<file path="config.mk">
export PLATFORM = sky130hd
export DESIGN_NAME = ordered_key_value_table_core
export DESIGN_NICKNAME = d
export VERILOG_FILES = /design/src/hw/rtl/okvt_pkg.sv /design/src/hw/rtl/okvt_ram.sv /design/src/hw/rtl/okvt_seq.sv /design/src/hw/rtl/ordered_key_value_table_core.sv
export SDC_FILE = /design/constraint.sdc
export NUM_CORES = 2
export LEC_CHECK = 0
export BUFFER_PORTS_ARGS = -buffer_cell sky130_fd_sc_hd__buf_4
export CAP_MARGIN = 20
export CORE_MARGIN = 3
export CORE_UTILIZATION = 23
export CTS_BUF_LIST = sky130_fd_sc_hd__clkbuf_4 sky130_fd_sc_hd__clkbuf_8
export DETAILED_ROUTE_END_ITERATION = 7
export GPL_ROUTABILITY_DRIVEN = 0
export GPL_TIMING_DRIVEN = 0
export MAX_ROUTING_LAYER = met4
export PLACE_DENSITY = 0.34
export SYNTH_ARGS = -nofsm -noshare
export SYNTH_HDL_FRONTEND = slang
export SYNTH_SLANG_ARGS = --single-unit
</file>
<file path="constraint.sdc">
create_clock -name clk -period 7.4 [get_ports clk]
set_clock_uncertainty 0.1 [all_clocks]
set_input_delay 0.74 -clock clk [delete_from_list [all_inputs] [get_ports clk]]
set_output_delay 0.74 -clock clk [all_outputs]
set_load 0.03 [all_outputs]
</file>
<file path="src/hw/rtl/okvt_pkg.sv">
// ----------------------------------------------------------------------------
// okvt_pkg
// Types and constants shared by the ordered key/value table.
// ----------------------------------------------------------------------------
`default_nettype none

package okvt_pkg;

  localparam int DEPTH_DEF      = 16;
  localparam int KEY_BITS_DEF   = 32;
  localparam int VALUE_BITS_DEF = 32;

  typedef enum logic [2:0] {
    ACT_LOOKUP_KEY   = 3'd0,
    ACT_SET          = 3'd1,
    ACT_ERASE        = 3'd2,
    ACT_LOOKUP_VALUE = 3'd3,
    ACT_READ_INDEX   = 3'd4,
    ACT_CLEAR        = 3'd5
  } action_t;

  typedef enum logic [1:0] {
    STAT_OK        = 2'd0,
    STAT_NOT_FOUND = 2'd1,
    STAT_FULL      = 2'd2,
    STAT_RANGE     = 2'd3
  } status_t;

  typedef enum logic [2:0] {
    ST_IDLE,
    ST_SCAN,
    ST_SHIFT,
    ST_INDEX,
    ST_INDEX_DATA,
    ST_DONE
  } seq_state_t;

  typedef struct packed {
    action_t     action;
    logic [31:0] key_in;
    logic [31:0] value_in;
    logic [3:0]  position_in;
  } in_item_t;

  typedef struct packed {
    status_t     status;
    logic        found;
    logic [31:0] key_out;
    logic [31:0] value_out;
    logic [3:0]  position_out;
    logic [4:0]  entry_total;
  } out_item_t;

endpackage

`default_nettype wire

</file>
<file path="src/hw/rtl/okvt_ram.sv">
// ----------------------------------------------------------------------------
// okvt_ram
// Generic single-write, single-read RAM with registered read data.
// ----------------------------------------------------------------------------
`default_nettype none

module okvt_ram #(
  parameter int WIDTH = 32,
  parameter int DEPTH = 16
) (
  input  wire logic                                  clk,
  input  wire logic                                  we,
  input  wire logic [(DEPTH > 1 ? $clog2(DEPTH) : 1)-1:0] waddr,
  input  wire logic [WIDTH-1:0]                      wdata,
  input  wire logic [(DEPTH > 1 ? $clog2(DEPTH) : 1)-1:0] raddr,
  output logic      [WIDTH-1:0]                      rdata
);

  logic [WIDTH-1:0] mem_r [DEPTH];
  logic [WIDTH-1:0] rdata_r;

  always_ff @(posedge clk) begin
    if (we) begin
      mem_r[waddr] <= wdata;
    end
    rdata_r <= mem_r[raddr];
  end

  assign rdata = rdata_r;

endmodule

`default_nettype wire

</file>
<file path="src/hw/rtl/okvt_seq.sv">
// ----------------------------------------------------------------------------
// okvt_seq
// Request sequencer: scans, updates and compacts the key and value memories.
// ----------------------------------------------------------------------------
`default_nettype none

module okvt_seq #(
  parameter int DEPTH = okvt_pkg::DEPTH_DEF,
  parameter int KW    = okvt_pkg::KEY_BITS_DEF,
  parameter int VW    = okvt_pkg::VALUE_BITS_DEF
) (
  input  wire logic               clk,
  input  wire logic               rst_n,
  input  wire logic               in_valid,
  output logic                    in_stall,
  input  wire okvt_pkg::in_item_t in_data,
  output logic                    res_valid,
  input  wire logic               res_ready,
  output okvt_pkg::out_item_t     res_data
);

  localparam int PW = (DEPTH > 1) ? $clog2(DEPTH) : 1;
  localparam int CW = $clog2(DEPTH + 1);
  localparam int IW = (CW > 4) ? CW : 4;

  okvt_pkg::seq_state_t state_r, state_nxt;
  okvt_pkg::action_t    act_r, act_nxt;
  logic [KW-1:0]        key_r, key_nxt;
  logic [VW-1:0]        val_r, val_nxt;
  logic [3:0]           pos_r, pos_nxt;
  logic [CW-1:0]        cnt_r, cnt_nxt;
  logic [CW-1:0]        rd_idx_r, rd_idx_nxt;
  logic [PW-1:0]        cmp_idx_r, cmp_idx_nxt;
  logic                 pend_r, pend_nxt;

  okvt_pkg::status_t    rs_status_r, rs_status_nxt;
  logic                 rs_found_r, rs_found_nxt;
  logic [31:0]          rs_key_r, rs_key_nxt;
  logic [31:0]          rs_val_r, rs_val_nxt;
  logic [3:0]           rs_pos_r, rs_pos_nxt;

  logic          mem_we_k, mem_we_v;
  logic [PW-1:0] mem_waddr, mem_raddr;
  logic [KW-1:0] wdata_k, rdata_k;
  logic [VW-1:0] wdata_v, rdata_v;

  logic          hit, scan_end, more, in_rng;
  logic [CW-1:0] nxt_idx;

  okvt_ram #(.WIDTH(KW), .DEPTH(DEPTH)) u_key_ram (
    .clk   (clk),
    .we    (mem_we_k),
    .waddr (mem_waddr),
    .wdata (wdata_k),
    .raddr (mem_raddr),
    .rdata (rdata_k)
  );

  okvt_ram #(.WIDTH(VW), .DEPTH(DEPTH)) u_val_ram (
    .clk   (clk),
    .we    (mem_we_v),
    .waddr (mem_waddr),
    .wdata (wdata_v),
    .raddr (mem_raddr),
    .rdata (rdata_v)
  );

  assign hit      = pend_r && ((act_r == okvt_pkg::ACT_LOOKUP_VALUE) ?
                               (rdata_v == val_r) : (rdata_k == key_r));
  assign scan_end = (rd_idx_r >= cnt_r);
  assign nxt_idx  = CW'(cmp_idx_r) + CW'(1);
  assign more     = (nxt_idx < cnt_r);
  assign in_rng   = (IW'(pos_r) < IW'(cnt_r));

  assign in_stall  = (state_r != okvt_pkg::ST_IDLE);
  assign res_valid = (state_r == okvt_pkg::ST_DONE);

  always_comb begin
    res_data              = '0;
    res_data.status       = rs_status_r;
    res_data.found        = rs_found_r;
    res_data.key_out      = rs_key_r;
    res_data.value_out    = rs_val_r;
    res_data.position_out = rs_pos_r;
    res_data.entry_total  = 5'(cnt_r);
  end

  // next state
  always_comb begin
    state_nxt = state_r;
    unique case (state_r)
      okvt_pkg::ST_IDLE: begin
        if (in_valid) begin
          unique case (in_data.action)
            okvt_pkg::ACT_LOOKUP_KEY,
            okvt_pkg::ACT_SET,
            okvt_pkg::ACT_ERASE,
            okvt_pkg::ACT_LOOKUP_VALUE: state_nxt = okvt_pkg::ST_SCAN;
            okvt_pkg::ACT_READ_INDEX:   state_nxt = okvt_pkg::ST_INDEX;
            default:                    state_nxt = okvt_pkg::ST_DONE;
          endcase
        end
      end
      okvt_pkg::ST_SCAN: begin
        if (hit) begin
          state_nxt = (act_r == okvt_pkg::ACT_ERASE && more) ?
                      okvt_pkg::ST_SHIFT : okvt_pkg::ST_DONE;
        end else if (scan_end) begin
          state_nxt = okvt_pkg::ST_DONE;
        end
      end
      okvt_pkg::ST_SHIFT: begin
        if (scan_end) begin
          state_nxt = okvt_pkg::ST_DONE;
        end
      end
      okvt_pkg::ST_INDEX: begin
        state_nxt = in_rng ? okvt_pkg::ST_INDEX_DATA : okvt_pkg::ST_DONE;
      end
      okvt_pkg::ST_INDEX_DATA: begin
        state_nxt = okvt_pkg::ST_DONE;
      end
      okvt_pkg::ST_DONE: begin
        if (res_ready) begin
          state_nxt = okvt_pkg::ST_IDLE;
        end
      end
      default: state_nxt = okvt_pkg::ST_IDLE;
    endcase
  end

  // datapath and memory control
  always_comb begin
    act_nxt       = act_r;
    key_nxt       = key_r;
    val_nxt       = val_r;
    pos_nxt       = pos_r;
    cnt_nxt       = cnt_r;
    rd_idx_nxt    = rd_idx_r;
    cmp_idx_nxt   = cmp_idx_r;
    pend_nxt      = pend_r;
    rs_status_nxt = rs_status_r;
    rs_found_nxt  = rs_found_r;
    rs_key_nxt    = rs_key_r;
    rs_val_nxt    = rs_val_r;
    rs_pos_nxt    = rs_pos_r;
    mem_we_k      = 1'b0;
    mem_we_v      = 1'b0;
    mem_waddr     = cmp_idx_r;
    mem_raddr     = rd_idx_r[PW-1:0];
    wdata_k       = key_r;
    wdata_v       = val_r;

    unique case (state_r)
      okvt_pkg::ST_IDLE: begin
        if (in_valid) begin
          act_nxt       = in_data.action;
          key_nxt       = in_data.key_in[KW-1:0];
          val_nxt       = in_data.value_in[VW-1:0];
          pos_nxt       = in_data.position_in;
          rd_idx_nxt    = '0;
          pend_nxt      = 1'b0;
          rs_status_nxt = okvt_pkg::STAT_OK;
          rs_found_nxt  = 1'b0;
          rs_key_nxt    = '0;
          rs_val_nxt    = '0;
          rs_pos_nxt    = '0;
          if (in_data.action == okvt_pkg::ACT_CLEAR) begin
            cnt_nxt = '0;
          end
        end
      end
      okvt_pkg::ST_SCAN: begin
        if (hit) begin
          pend_nxt      = 1'b0;
          rs_status_nxt = okvt_pkg::STAT_OK;
          rs_found_nxt  = 1'b1;
          rs_pos_nxt    = 4'(cmp_idx_r);
          unique case (act_r)
            okvt_pkg::ACT_SET: begin
              mem_we_v   = 1'b1;
              rs_key_nxt = 32'(key_r);
              rs_val_nxt = 32'(val_r);
            end
            okvt_pkg::ACT_ERASE: begin
              rs_key_nxt = 32'(rdata_k);
              rs_val_nxt = 32'(rdata_v);
              if (more) begin
                rd_idx_nxt = nxt_idx;
              end else begin
                cnt_nxt = cnt_r - CW'(1);
              end
            end
            default: begin
              rs_key_nxt = 32'(rdata_k);
              rs_val_nxt = 32'(rdata_v);
            end
          endcase
        end else if (scan_end) begin
          pend_nxt = 1'b0;
          if (act_r == okvt_pkg::ACT_SET) begin
            if (cnt_r < CW'(DEPTH)) begin
              mem_we_k      = 1'b1;
              mem_we_v      = 1'b1;
              mem_waddr     = cnt_r[PW-1:0];
              cnt_nxt       = cnt_r + CW'(1);
              rs_status_nxt = okvt_pkg::STAT_OK;
              rs_key_nxt    = 32'(key_r);
              rs_val_nxt    = 32'(val_r);
              rs_pos_nxt    = 4'(cnt_r);
            end else begin
              rs_status_nxt = okvt_pkg::STAT_FULL;
            end
          end else begin
            rs_status_nxt = okvt_pkg::STAT_NOT_FOUND;
          end
        end else begin
          pend_nxt    = 1'b1;
          cmp_idx_nxt = rd_idx_r[PW-1:0];
          rd_idx_nxt  = rd_idx_r + CW'(1);
        end
      end
      okvt_pkg::ST_SHIFT: begin
        if (pend_r) begin
          mem_we_k  = 1'b1;
          mem_we_v  = 1'b1;
          mem_waddr = cmp_idx_r - PW'(1);
          wdata_k   = rdata_k;
          wdata_v   = rdata_v;
        end
        if (scan_end) begin
          pend_nxt = 1'b0;
          cnt_nxt  = cnt_r - CW'(1);
        end else begin
          pend_nxt    = 1'b1;
          cmp_idx_nxt = rd_idx_r[PW-1:0];
          rd_idx_nxt  = rd_idx_r + CW'(1);
        end
      end
      okvt_pkg::ST_INDEX: begin
        mem_raddr = PW'(pos_r);
        if (!in_rng) begin
          rs_status_nxt = okvt_pkg::STAT_RANGE;
        end
      end
      okvt_pkg::ST_INDEX_DATA: begin
        rs_status_nxt = okvt_pkg::STAT_OK;
        rs_found_nxt  = 1'b1;
        rs_key_nxt    = 32'(rdata_k);
        rs_val_nxt    = 32'(rdata_v);
        rs_pos_nxt    = pos_r;
      end
      okvt_pkg::ST_DONE: begin
      end
      default: begin
      end
    endcase
  end

  always_ff @(posedge clk) begin
    if (!rst_n) begin
      state_r <= okvt_pkg::ST_IDLE;
      cnt_r   <= '0;
      pend_r  <= 1'b0;
    end else begin
      state_r <= state_nxt;
      cnt_r   <= cnt_nxt;
      pend_r  <= pend_nxt;
    end
  end

  always_ff @(posedge clk) begin
    act_r       <= act_nxt;
    key_r       <= key_nxt;
    val_r       <= val_nxt;
    pos_r       <= pos_nxt;
    rd_idx_r    <= rd_idx_nxt;
    cmp_idx_r   <= cmp_idx_nxt;
    rs_status_r <= rs_status_nxt;
    rs_found_r  <= rs_found_nxt;
    rs_key_r    <= rs_key_nxt;
    rs_val_r    <= rs_val_nxt;
    rs_pos_r    <= rs_pos_nxt;
  end

endmodule

`default_nettype wire

</file>
<file path="src/hw/rtl/ordered_key_value_table_core.sv">
// ----------------------------------------------------------------------------
// ordered_key_value_table_core
// Ordered key/value table with linear search over on-chip memories.
// ----------------------------------------------------------------------------
// Holds up to DEPTH key/value pairs in insertion order in two RAMs that share
// one read address and one write address, and takes one request at a time.
// Searches (lookup, set, erase, reverse lookup) read one entry per cycle from
// position 0 until a match or the last entry present. Erase then moves every
// later pair down one place at one entry per cycle. Read by index reads the
// entry at the given position and reports a range status when the position
// is out of range; clear and unused actions go straight to the result. A
// finished result waits in the output register, so the next request is taken
// while it is still stalled.
`default_nettype none

module ordered_key_value_table_core #(
  parameter int DEPTH      = okvt_pkg::DEPTH_DEF,
  parameter int KEY_BITS   = okvt_pkg::KEY_BITS_DEF,
  parameter int VALUE_BITS = okvt_pkg::VALUE_BITS_DEF
) (
  input  wire logic                clk,
  input  wire logic                rst_n,
  input  wire logic                in_valid,
  output logic                     in_stall,
  input  wire okvt_pkg::in_item_t  in_data,
  output logic                     out_valid,
  input  wire logic                out_stall,
  output okvt_pkg::out_item_t      out_data
);

  localparam int KW = (KEY_BITS < 32) ? KEY_BITS : 32;
  localparam int VW = (VALUE_BITS < 32) ? VALUE_BITS : 32;

  logic                res_valid, res_ready;
  okvt_pkg::out_item_t res_data;
  logic                out_valid_r;
  okvt_pkg::out_item_t out_data_r;

  okvt_seq #(.DEPTH(DEPTH), .KW(KW), .VW(VW)) u_seq (
    .clk       (clk),
    .rst_n     (rst_n),
    .in_valid  (in_valid),
    .in_stall  (in_stall),
    .in_data   (in_data),
    .res_valid (res_valid),
    .res_ready (res_ready),
    .res_data  (res_data)
  );

  assign res_ready = !out_valid_r || !out_stall;

  always_ff @(posedge clk) begin
    if (!rst_n) begin
      out_valid_r <= 1'b0;
    end else if (res_ready) begin
      out_valid_r <= res_valid;
    end
  end

  always_ff @(posedge clk) begin
    if (res_valid && res_ready) begin
      out_data_r <= res_data;
    end
  end

  assign out_valid = out_valid_r;
  assign out_data  = out_data_r;

endmodule

`default_nettype wire
</file>
# Word level (Yosys, flattened, before mapping)

Memories as Yosys holds them, arrays and structs flattened. A register that Yosys moved wholly into a read port is not among the register bits.
Index checks and enable logic that the tools add are counted.
Widths: inputs -> output; s select.

Output and inout port bits: 78
Memories kept: 2
Bits in registers: 237
Memory bits (writable): 1024
Bits of input ports: 75
Logic and storage cells: 167

Reductions and logical operators: 23
Magnitude comparators: 4
Eq/ne operators: 28
Add/sub/neg operators: 5
Multiplexer cells: 84

Memories:

| memory                | depth | bits a word | read ports | clocked after Yosys merged registers in | write ports | RTL line       | RTL |
|---|---|---|---|---|---|---|---|
| u_seq.u_key_ram.mem_r | 16    | 32          | 1          | 1                                       | 1           | okvt_ram.sv:19 | `logic [WIDTH-1:0] mem_r [DEPTH];` |
| u_seq.u_val_ram.mem_r | 16    | 32          | 1          | 1                                       | 1           | okvt_ram.sv:19 |  |

Operator list:

| cell                | number |
|---|---|
| $mux 32             | 15 |
| $pmux 32 s3         | 2 |
| $mux 5              | 14 |
| $eq 32x32->1        | 2 |
| $mux 4              | 13 |
| $pmux 5 s3          | 2 |
| $eq 3x2->1 const B  | 6 |
| $pmux 3 s6          | 1 |
| $mux 1              | 17 |
| $pmux 4 s2          | 2 |
| $mux 3              | 5 |
| $eq 3x3->1 const B  | 4 |
| $mux 2              | 6 |
| $pmux 4 s3          | 1 |
| $add 5x1->5 const B | 2 |
| $eq 3x1->1 const B  | 3 |
| $ne 3x1->1 const B  | 3 |
| $ne 3x3->1 const B  | 3 |
| $reduce_and 9->1    | 1 |
| $reduce_bool 3->1   | 3 |
| $ne 2x1->1 const B  | 4 |
| $pmux 2 s4          | 1 |
| $reduce_and 2->1    | 4 |
| $reduce_and 4->1    | 2 |
| other kinds (20)    | 28 |

# Depth between registers and ports, before layout

Depth after elaboration: 8
Mapped depth: 13
Gate-level depth less buffers: 11

# Cells and area by module

A second synthesis with hierarchy kept.

Cells, all modules: 2532
Area total of the unflattened synthesis: 50367.1 um2

By module, submodules not included:

| module                       | cells an instance | area an instance (um2) | times used | seq. area each (um2) |
|---|---|---|---|---|
| okvt_ram                     | 838               | 19835.3                | 2          | 16015.4 |
| okvt_seq                     | 775               | 8373.0                 | 1          | 4714.5 |
| ordered_key_value_table_core | 81                | 2323.5                 | 1          | 2302.2 |

# Worst setup path after synthesis

OpenSTA, ideal clock, no wires.

Kind: register to register
From: register u_seq.cnt_r[2]
To: memory u_seq.u_val_ram.mem_r[0][0], enable pin
Library setup time: 0.501 ns
Arrival: 5.425 ns
Path buffers: 1
Slack: 1.374 ns
Stages on the path, launching flop included: 10
Period minus slack after synthesis: 6.026 ns
Required time: 6.799 ns
Cells stage by stage: dfxtp_1 > clkbuf_1 > inv_1 > ha_1 > a21oi_1 > o21ai_1 > nand2_1 > o211a_1 > a311o_1 > nor4_1

Longest elaborated chain between the ends: 8
Elaborated cells on any way between the ends: 14
Those cells by class: 2 x order compare; 12 x mux

Ends and longest elaborated chain:

| what                         | RTL line        | RTL |
|---|---|---|
| start, declared              | okvt_seq.sv:31  | `logic [CW-1:0] cnt_r, cnt_nxt;` |
| start signal, assigned       | okvt_seq.sv:267 | `cnt_r <= cnt_nxt;` |
| $lt 5x5->1                   | okvt_seq.sv:202 | `if (cnt_r < CW'(DEPTH)) begin` |
| $mux 1                       | okvt_seq.sv:202 |  |
| $mux 1                       | okvt_seq.sv:201 | `if (act_r == okvt_pkg::ACT_SET) begin` |
| $mux 1                       | okvt_seq.sv:199 | `end else if (scan_end) begin` |
| $mux 1                       | okvt_seq.sv:174 | `if (hit) begin` |
| $pmux 1 s2                   | okvt_seq.sv:154 | `unique case (state_r)` |
| $mux 1                       | okvt_ram.sv:23  | `if (we) begin` |
| $mux 1 (implied by the code) | okvt_ram.sv:24  | `mem_r[waddr] <= wdata;` |
| end, declared                | okvt_ram.sv:19  |  |

Parallel ways exist; a longest one is shown, timed or not.

# Final worst setup path

From: register u_seq.act_r[2]
To: memory u_seq.u_key_ram.mem_r[10][6], enable pin

Longest elaborated chain between the ends: 7
Elaborated cells on any way between the ends: 14
Those cells by class: 2 x eq/ne; 11 x mux; 1 x reduce/logical

Ends and longest elaborated chain:

| what                                        | RTL line                        | RTL |
|---|---|---|
| start, declared                             | okvt_seq.sv:27                  | `okvt_pkg::action_t act_r, act_nxt;` |
| start signal, assigned                      | okvt_seq.sv:273                 | `act_r <= act_nxt;` |
| $eq 3x1->1 or $eq 3x2->1 (tied branches)    | okvt_seq.sv:201, okvt_seq.sv:68 |  |
| $mux 1, on equally long branches            | okvt_seq.sv:201, okvt_seq.sv:68 |  |
| $mux 1 or $logic_and 1x1->1 (tied branches) | okvt_seq.sv:199, okvt_seq.sv:68 |  |
| $mux 1                                      | okvt_seq.sv:174                 |  |
| $pmux 1 s2                                  | okvt_seq.sv:154                 |  |
| $mux 1                                      | okvt_ram.sv:23                  |  |
| $mux 1 (implied by the code)                | okvt_ram.sv:24                  |  |
| end, declared                               | okvt_ram.sv:19                  |  |

Parallel ways exist; a longest one is shown, timed or not.

==> flow_metrics.py <==
metrics = {
    "critical_path": {
        "cp-startpoint": "u_seq.act_r[2]$_DFFE_PP_",
        "end_kind": "register",
        "cpMostUsedCell": "buf_6",
        "critPathBufInv": 6,
        "cpMaxStageDelayCell": "nor3_2",
        "critical_path_class": "register to register",
        "endpoint": "u_seq.u_key_ram.mem_r[10][6]$_DFFE_PP_",
        "crit_chain": "nand3b_1, nor4_1, nand4_1, nor3_2, or2_2, buf_6, nor2_1, a311o_1, buf_2, nor3_2, buf_6, buf_6, buf_6, buf_6",
        "path_max_fanout": 10,
        "crit_path_max_incr_delay_ns": 0.91,
        "cp.depth": 14,
        "worst_ep_arrival_time_ns": 6.47,
        "regToRegEndpoint": "u_seq.u_key_ram.mem_r[10][6]$_DFFE_PP_",
        "critPathTopFamily": "simple AND/OR/NAND/NOR gates",
        "ff2ff_path_depth": 14,
        "start_kind": "register",
        "r2r_slack_ns": 1.48,
        "required_ns": 7.95,
        "rr_startpoint": "u_seq.act_r[2]$_DFFE_PP_",
    },
    "clock_network": {
        "cts_tree": "yes",
        "root_buffer": "clkbuf_8",
        "cts.sinks": 1325,
        "htree_levels": 4,
        "clk_pin_slew_worst_paths_ns": 0.06,
        "ctsLongestPathBuffers": 3,
        "cts_setup_buffers": 0,
        "clock_latency_ns": 0.99,
        "cts_buffers": 230,
    },
    "final_layout": {
        "layout-drive-gt1-share": 0.171,
        "finalNetCount": 4409,
        "area_growth_pct": 23.3,
        "stdcell_area_sq_mm": 0.0647,
    },
    "power": {
        "intPower_uw": 14800,
        "p_clk_frac": 0.280,
        "p_seq_frac": 0.400,
        "combPwrFrac": 0.320,
        "power_density_mw_per_mm2": 374,
        "switching_power_uw": 9390,
        "power.share.switching": 0.388,
        "power.leakage_uw": 0.0214,
        "irDropWorstVdd_uv": 281,
    },
    "sta": {
        "max_freq_mhz": 169,
        "whs_ns": 0.224,
        "slew_violations": 0,
        "hold_viol_final": 0,
        "tightest_slew_ns": 1.14,
        "finalSetupViolations": 0,
        "min_period_ns": 5.92,
        "rsz0062_at_grt": "false",
        "max_slew_margin": 0.220,
        "min_period_over_period": 0.800,
    },
    "global_routing": {
        "antenna_found_initial": 12,
        "grt_max_degree": 37,
        "grt_util_all_layers": 0.166,
        "grt_pass1_vias": 34275,
        "grt_pass1_wl_um": 270000,
        "grt.overflow.total": 0,
    },
    "placement": {
        "dp_hpwl_um": 136000,
        "io_buffers": 152,
        "placed_area_sq_mm": 0.0594,
    },
    "synth": {
        "synth-async-reset-ratio": 0,
        "synth_area_leader_cell": "edfxtp_1",
        "yosysSeqAreaShare": 0.744,
        "synth.distinct_cells": 65,
        "synth_most_common_cell": "edfxtp_1",
        "synth_edf_count": 1251,
        "yosys.area.top_type_share": 0.716,
        "ys_ff_latch": 1325,
        "syn_nets": 3795,
        "synth_area_leaders": "edfxtp_1 (72%), nand2_1 (5.3%), a211oi_1 (4.6%)",
        "netlist_area_sq_mm": 0.0525,
        "postSynthCellCount": 3703,
        "yosys_warnings": 0,
        "avgSynthCellArea_sq_um": 14.2,
        "synth_commonest_cells": "edfxtp_1 (1251), nand2_1 (737), a211oi_1 (321)",
        "synth_ff_type": "edfxtp_1",
    },
    "floorplanning": {
        "die_area_sq_mm": 0.234,
        "io_pins": 153,
        "core.rowCount": 174,
        "start_util": 0.232,
        "die_h_um": 484,
        "core_area_sq_mm": 0.226,
        "dieWidth_um": 484,
    },
    "route": {
        "wl_per_cell_um": 25.7,
        "vias_per_cell": 4.50,
        "firstDrtPassIters": 5,
        "ant_nets": 0,
        "vias": 33698,
        "wl_um": 192000,
        "drc": 0,
        "drtIter0Drc": 2544,
    },
    "run_status": {
        "status": "completed",
    },
    "min_path": {
        "hp-class": "primary input to register",
        "hold_path_depth": 5,
    },
    "job": {
        "drv_cap": 0,
    },
}
## state kept, by name, indices dropped and copies added (netlist names), 4 cells and up
name and flops:
out_data 76, u_seq.cmp_idx_r 4, u_seq.cnt_r 5, u_seq.key_r 32
u_seq.pos_r 4, u_seq.rd_idx_r 5, u_seq.rs_key_r 32, u_seq.rs_pos_r 4
u_seq.rs_val_r 32, u_seq.u_key_ram.mem_r 512, u_seq.u_key_ram.rdata 32, u_seq.u_val_ram.mem_r 512
u_seq.u_val_ram.rdata 32, u_seq.val_r 32
## layout make-up
type                            count  area, sq um
Clock inverter                     69          494
Timing Repair Buffer              382         3670
Inverter                           12         45.0
Multi-Input combinational cell   2107        12600
Fill cell                       22870       161000
Antenna cell                        5         12.5
Tap cell                         2992         3740
Clock buffer                      344         4080
Sequential cell                  1325        39000
Buffer                            259         1040
## power groups by stage
stage	sequential [uW]	combinational (uW)	clock, uW
3_3_place_gp	9960	7710	0
2_1_floorplan	9760	3930	0
3_5_place_dp	9870	7880	0
4_1_cts	9720	7930	7050
6_report	9710	7750	6780
5_1_grt	9770	8420	7370
## layer usage
metal	wire length [um]	global-route usage
met4	3990	0.0420
met1	89000	0.222
met2	90300	0.262
met5	0	-
met3	9050	0.0274
## through the flow
| step | utilization | cells | power (uW) | setup TNS, ns | setup slack, ns |
|---|---|---|---|---|---|
| 2_1_floorplan | - | 3703 | 13700 | 0 | 1.37 |
| 3_3_place_gp | 0.254 | 6847 | 17700 | -2853.13 | -4.34 |
| 3_5_place_dp | 0.263 | 7003 | 17700 | 0 | 1.45 |
| 4_1_cts | 0.287 | 7489 | 24700 | 0 | 1.45 |
| 5_1_grt | 0.287 | 7492 | 25600 | 0 | 1.31 |
| 6_report | 0.287 | 7495 | 24200 | 0 | 1.48 |
## worst min path at each step
stage,from,end,slack (ns)
4_1_cts,in_valid,u_seq.state_r[0]$_SDFFE_PN0P_,0.07
3_5_place_dp,u_seq.rs_val_r[21]$_DFFE_PP_,out_data[30]$_DFFE_PP_,0.30
3_3_place_gp,u_seq.rs_key_r[30]$_DFFE_PP_,out_data[71]$_DFFE_PP_,0.30
5_1_grt,in_valid,u_seq.state_r[0]$_SDFFE_PN0P_,0.22
2_1_floorplan,u_seq.rs_val_r[1]$_DFFE_PP_,out_data[10]$_DFFE_PP_,0.30
6_report,in_valid,u_seq.state_r[0]$_SDFFE_PN0P_,0.22
## timing repair
action / in CTS / in global routing
endpoints found under the hold margin: 84 / 0
resized for setup: 0 / 0
hold buffers: 73 / 0
## tightest hold or removal path: stages
cell,delay [ns]
buf_4,0.12
nor2b_1,0.13
a21oi_1,0.05
nor2_1,0.08
o21a_1,0.16
## layout by cell type, fill, tap and decap left out, types with 8 or more instances in the layout
cell | netlist | layout
nand4_1 | 12 | 12
clkinv_2 | 0 | 11
dfxtp_1 | 74 | 74
nor3_2 | 4 | 24
nor4_2 | 0 | 8
a22o_1 | 64 | 64
clkinv_1 | 0 | 40
nor3_1 | 31 | 9
inv_1 | 12 | 12
clkbuf_4 | 0 | 104
buf_1 | 8 | 8
edfxtp_1 | 1251 | 1251
nor4_1 | 35 | 27
nand2_1 | 737 | 737
and2_0 | 13 | 13
buf_16 | 0 | 8
a311oi_1 | 128 | 128
xor2_1 | 64 | 64
ha_1 | 17 | 17
buf_4 | 1 | 206
a21oi_1 | 150 | 147
o21ai_0 | 17 | 17
xnor2_1 | 10 | 10
clkbuf_2 | 0 | 15
and2_1 | 244 | 244
nor2_1 | 24 | 24
buf_2 | 21 | 22
a31oi_1 | 131 | 131
buf_8 | 0 | 11
dlygate4sd3_1 | 0 | 73
nand3_1 | 17 | 17
a211oi_1 | 321 | 321
clkbuf_1 | 227 | 212
buf_6 | 2 | 79
clkbuf_8 | 0 | 240
## cell families after synthesis
logic type / Yosys count / synth area share
compound gates: 862 / 0.118
buf+inv: 271 / 0.0202
mux: 7 / 0.00136
fa+ha+maj: 17 / 0.00405
flops: 1325 / 0.744
xor+xnor: 74 / 0.0124
simple gates: 1147 / 0.100
No activity file was read; power rests on OpenSTA's default activity.
